[src/rtl/core/linear_probe_hash_set_defines.svh]
// Assertion macros for the hash set RTL.
`ifndef LINEAR_PROBE_HASH_SET_DEFINES_SVH
`define LINEAR_PROBE_HASH_SET_DEFINES_SVH

`ifndef SYNTHESIS
// cons must hold in the same cycle as ante
`define LPHS_ASSERT_IMP(label, clk, rst, ante, cons) \
   label: assert property (@(posedge clk) disable iff (rst) (ante) |-> (cons)) \
      else $error("lphs assertion failed");
// cons must hold in the cycle after ante
`define LPHS_ASSERT_NXT(label, clk, rst, ante, cons) \
   label: assert property (@(posedge clk) disable iff (rst) (ante) |=> (cons)) \
      else $error("lphs assertion failed");
`else
`define LPHS_ASSERT_IMP(label, clk, rst, ante, cons)
`define LPHS_ASSERT_NXT(label, clk, rst, ante, cons)
`endif

`endif

[src/rtl/core/lphs_pkg.sv]
package lphs_pkg;

   localparam int SLOTS_DEFAULT = 1024;
   localparam int KEY_W         = 32;
   localparam int COUNT_W       = 11;
   localparam int MOD_STEPS     = 3;
   localparam int MOD_CNT_W     = 2;
   localparam int CSR_DATA_W    = 32;
   localparam int CSR_ADDR_W    = 2;

   localparam logic [COUNT_W-1:0]    LOAD_LIMIT_RESET = 11'd512;
   localparam logic [CSR_ADDR_W-1:0] ADDR_LOAD_LIMIT  = 2'd0;

   // request kinds
   localparam logic [1:0] ACT_ADD      = 2'd0;
   localparam logic [1:0] ACT_REMOVE   = 2'd1;
   localparam logic [1:0] ACT_CONTAINS = 2'd2;
   localparam logic [1:0] ACT_NONE     = 2'd3;

   // slot marks; the unused code behaves like a tombstone
   localparam logic [1:0] MARK_EMPTY = 2'd0;
   localparam logic [1:0] MARK_FULL  = 2'd1;
   localparam logic [1:0] MARK_TOMB  = 2'd2;

   typedef struct packed {
      logic [1:0]       action;
      logic [KEY_W-1:0] key;
   } req_type;

   typedef struct packed {
      logic               hit;
      logic               refused;
      logic [COUNT_W-1:0] count;
   } rsp_type;

   typedef struct packed {
      logic accept;
      logic clear_step;
      logic prime;
      logic probe;
      logic finish;
   } cmd_type;

   typedef struct packed {
      logic clear_last;
      logic mod_done;
      logic probe_stop;
   } sts_type;

endpackage

[src/rtl/core/lphs_ctrl.sv]
// Sequencer: clear pass, remainder, probe walk, update.
module lphs_ctrl #(
   parameter int SLOTS = lphs_pkg::SLOTS_DEFAULT
) (
   input  logic              clock,
   input  logic              reset,
   input  logic              start,
   input  logic [1:0]        req_action,
   input  lphs_pkg::sts_type sts,
   output lphs_pkg::cmd_type cmd,
   output logic              busy
);

   // home slot needs the divider unless SLOTS is a power of two
   localparam bit DIV_NEEDED = ((SLOTS & (SLOTS - 1)) != 0);

   localparam logic [2:0] ST_CLEAR  = 3'd0;
   localparam logic [2:0] ST_IDLE   = 3'd1;
   localparam logic [2:0] ST_MOD    = 3'd2;
   localparam logic [2:0] ST_PRIME  = 3'd3;
   localparam logic [2:0] ST_PROBE  = 3'd4;
   localparam logic [2:0] ST_FINISH = 3'd5;

   logic [2:0] state_ff, state_in;

   always_comb begin
      state_in = state_ff;
      cmd      = '0;
      unique case (state_ff)
         ST_CLEAR: begin
            cmd.clear_step = 1'b1;
            if (sts.clear_last) begin
               state_in = ST_IDLE;
            end
         end
         ST_IDLE: begin
            if (start) begin
               cmd.accept = 1'b1;
               if (req_action == lphs_pkg::ACT_NONE) begin
                  state_in = ST_FINISH;
               end else if (DIV_NEEDED) begin
                  state_in = ST_MOD;
               end else begin
                  state_in = ST_PRIME;
               end
            end
         end
         ST_MOD: begin
            if (sts.mod_done) begin
               state_in = ST_PRIME;
            end
         end
         ST_PRIME: begin
            cmd.prime = 1'b1;
            state_in  = ST_PROBE;
         end
         ST_PROBE: begin
            cmd.probe = 1'b1;
            if (sts.probe_stop) begin
               state_in = ST_FINISH;
            end
         end
         ST_FINISH: begin
            cmd.finish = 1'b1;
            state_in   = ST_IDLE;
         end
         default: begin
            state_in = ST_IDLE;
         end
      endcase
   end

   always_ff @(posedge clock) begin
      if (reset) begin
         state_ff <= ST_CLEAR;
      end else begin
         state_ff <= state_in;
      end
   end

   assign busy = (state_ff != ST_IDLE);

endmodule

[config.mk]
export PLATFORM = sky130hd
export DESIGN_NAME = lphs_ctrl
export DESIGN_NICKNAME = d
export VERILOG_FILES = /design/src/rtl/core/linear_probe_hash_set_defines.svh /design/src/rtl/core/lphs_pkg.sv /design/src/rtl/core/lphs_ctrl.sv
export SDC_FILE = /design/constraint.sdc
export NUM_CORES = 1
export LEC_CHECK = 0
export CAP_MARGIN = 20
export CORE_AREA = 2 2 39 41
export CTS_BUF_LIST = sky130_fd_sc_hd__clkbuf_2
export DETAILED_ROUTE_END_ITERATION = 12
export DIE_AREA = 0 0 41 43
export DONT_BUFFER_PORTS = 1
export SETUP_SLACK_MARGIN = 0.02
export SLEW_MARGIN = 0
export SYNTH_ARGS = -nofsm -noshare
export SYNTH_HDL_FRONTEND = slang
export SYNTH_SLANG_ARGS = --single-unit
[constraint.sdc]
create_clock -name clock -period 1.4 [get_ports clock]
set_input_delay 0.21 -clock clock [delete_from_list [all_inputs] [get_ports clock]]
set_output_delay 0.21 -clock clock [all_outputs]
set_load 0.05 [all_outputs]
==> impl_results.md <==
- Post-synthesis average cell area: 8.51 µm²
- Number of H-tree levels: 1
- Die Wd: 41 µm
- Final ANT Viol Nets: 0
- Clock Tree Buf Depth: 2
- Largest Register: state_ff
- Initial DRT Pass Iterations: 2
- Port bufs: 0
- CP startpoint kind: flop
- DP HPWL: 414 µm
- Max_cap viols: 0
- Crit Path Max Fanout: 6
- Top cells by area, synth: dfxtp_1, nor2b_2, and2_2
- DRT Wirelength: 506 µm
- Final setup fails: 0
- Status: finished clean
- RSZ-0062 raised after global routing: no
- Die height: 43 µm
- Yosys cell types: 20
- Fin util: 21.7%
- Post-CTS Hold Buffers: 0
- Final layout net count: 41
- Later-pin clock latency in the skew report: 0.21 ns
- Initial core utilization: 15.4%
- Worst Tran Pin Value: 0.258 ns
- Minimum clock period: 1.31 ns
- Drt via density: 4.29
- Worst min path class: input port to flop
- CP arrival: 1.10 ns
- Max reg flops: 3
- Vias in the first global route: 180
- Vias: 206
- GRT Overall Usage: 6.42%
- Slew margin rel.: 82.7%
- Layout cells sized above 1: 56.3%
- Final Skew: 0.00635 ns
- Global-route wire length before repair: 724 µm
- Top-level port count: 14
- Cell area after synthesis: 213 µm²
- Clk pin slew, worst setup/hold paths: 0.05 ns
- Reg2Reg Depth: 3
- Ratio of final minimum period to clock period: 93.3%
- Hold Fails Final Rpt: 0
- TritonCTS Buffers: 3
- # DRC: 0
- Maximum VDD drop: 0.319 mV
- CTS root buffer: clkbuf_2
- Sequential area share after synthesis: 28.2%
- Hold path cells: 1
- Grt ovf: 0
- DRT iter0 DRCs: 1
- Yosys synthesis warning count: 0
- CTS Sinks: 3
- Power Total: 0.000342 W
- Die area: 1760 µm²
- Critical path class: flop to output pin
- ANT cells: 0
- Largest net degree at the start of global routing: 10
- Worst setup margin: 0.0944 ns
- Area leader, netlist: dfxtp_1
- Syn-to-layout area delta: 41.2%
- Row count: 14
- Mapped Cells: 25
- Initial antenna violation count: 0
- Pleak: 0.125 nW
- TritonCTS clock tree: built
- P per Cell Area: 1140 nW/µm²
- Core area: 1380 µm²
- Flops & latches, synth: 3
- CP required: 1.19 ns
- Dpl ws: 0.221 ns
- Fmax: 766 MHz
- Syn nets: 33
- Max-slew violations: 0
- Wire per inst: 10.5 µm
- Yosys top cell area share: 28.2%
- Top flop regs: state_ff: 3 flops
- CP Capture Type: output pin
- RD Place Congestion: 0.688
- R2R Setup Slk: 0.41 ns
[path summary, 6_finish.rpt]
kind	start	endpoint
worst max-delay path	state_ff[0]	cmd[4]
worst min-delay path	reset	state_ff[1]
worst max register to register	state_ff[1]	state_ff[2]
worst min register to register	state_ff[2]	state_ff[1]
[cell usage after synthesis]
master    count
nor2_1        2
nand2b_1      1
nor3_2        1
nor3_1        1
and2b_1       1
buf_6         1
a221oi_1      1
nor2b_1       1
nand2_1       1
dfxtp_1       3
a21oi_1       1
a31oi_1       1
nand4_1       1
nor2b_2       2
and2_1        1
nand2b_2      1
mux2i_1       1
and2_2        2
inv_1         1
a22oi_1       1
[cells in the final DEF, fill, tap and decap left out]
cell / n
nor2b_4: 1
dfxtp_2: 2
and2b_1: 1
a31oi_1: 1
and2_2: 1
buf_12: 1
nand4_1: 1
nand2b_2: 1
nor2_1: 1
nor2b_2: 1
nor3_2: 2
mux2i_1: 1
a21oi_1: 1
dfxtp_1: 1
nand2_1: 1
and2_4: 1
buf_4: 3
and2_1: 1
nor2b_1: 1
a221oi_1: 1
clkbuf_2: 4
nor2_2: 1
a22oi_1: 1
nand2b_1: 1
inv_1: 1
[stage by stage]
stage | hold slack (ns) | std cells | TNS [ns] | cell area [µm²]
3_3_place_gp | 0.282 | 44 | 0 | 272
3_5_place_dp | 0.284 | 44 | 0 | 272
4_1_cts | 0.0574 | 48 | 0 | 298
2_1_floorplan | 0.279 | 25 | -0.0642 | 220
6_report | 0.0646 | 48 | 0 | 300
5_1_grt | 0.0475 | 48 | 0 | 300
[cell families after synthesis]
| logic type | count (synthesis) | share of synthesized area, % |
|---|---|---|
| compound gates | 4 | 12.9 |
| buf+inv | 2 | 7.06 |
| flops | 3 | 28.2 |
| mux | 1 | 4.71 |
| simple gates | 15 | 47.1 |
[per-layer routing]
metal	routed length, µm	GRT usage [%]	up-vias
li1	-	-	102
met1	175	6.41	92
met3	88	4.71	2
met2	225	8.13	10
met4	16	6.00	0
met5	0	0	-
[critical path, stage by stage (launching register included)]
cell      delay, ns
dfxtp_2        0.36
nor2b_4        0.17
nand2b_2       0.07
nor2_2         0.13
buf_12         0.15
[final cells by class]
type / count / area [µm²]
fill: 157 / 1080
sequential: 3 / 62.6
multi-input combinational: 20 / 151
timing repair buffer: 4 / 42.5
clock buffer: 4 / 20.0
inverter: 1 / 3.75
tap: 16 / 20.0
[power breakdown]
group	internal [W]	total, W	switching, W
Sequential	0.0000931	0.000105	0.0000116
Clock	0.0000754	0.000123	0.0000476
Combinational	0.0000452	0.000115	0.0000695
[timing repair]
item / CTS / global route
pin swaps: 0 / 0
resized for setup: 2 / 2
buffers inserted: 0 / 0
setup endpoints to repair: 2 / 3
(Power assumes the default switching activity.)
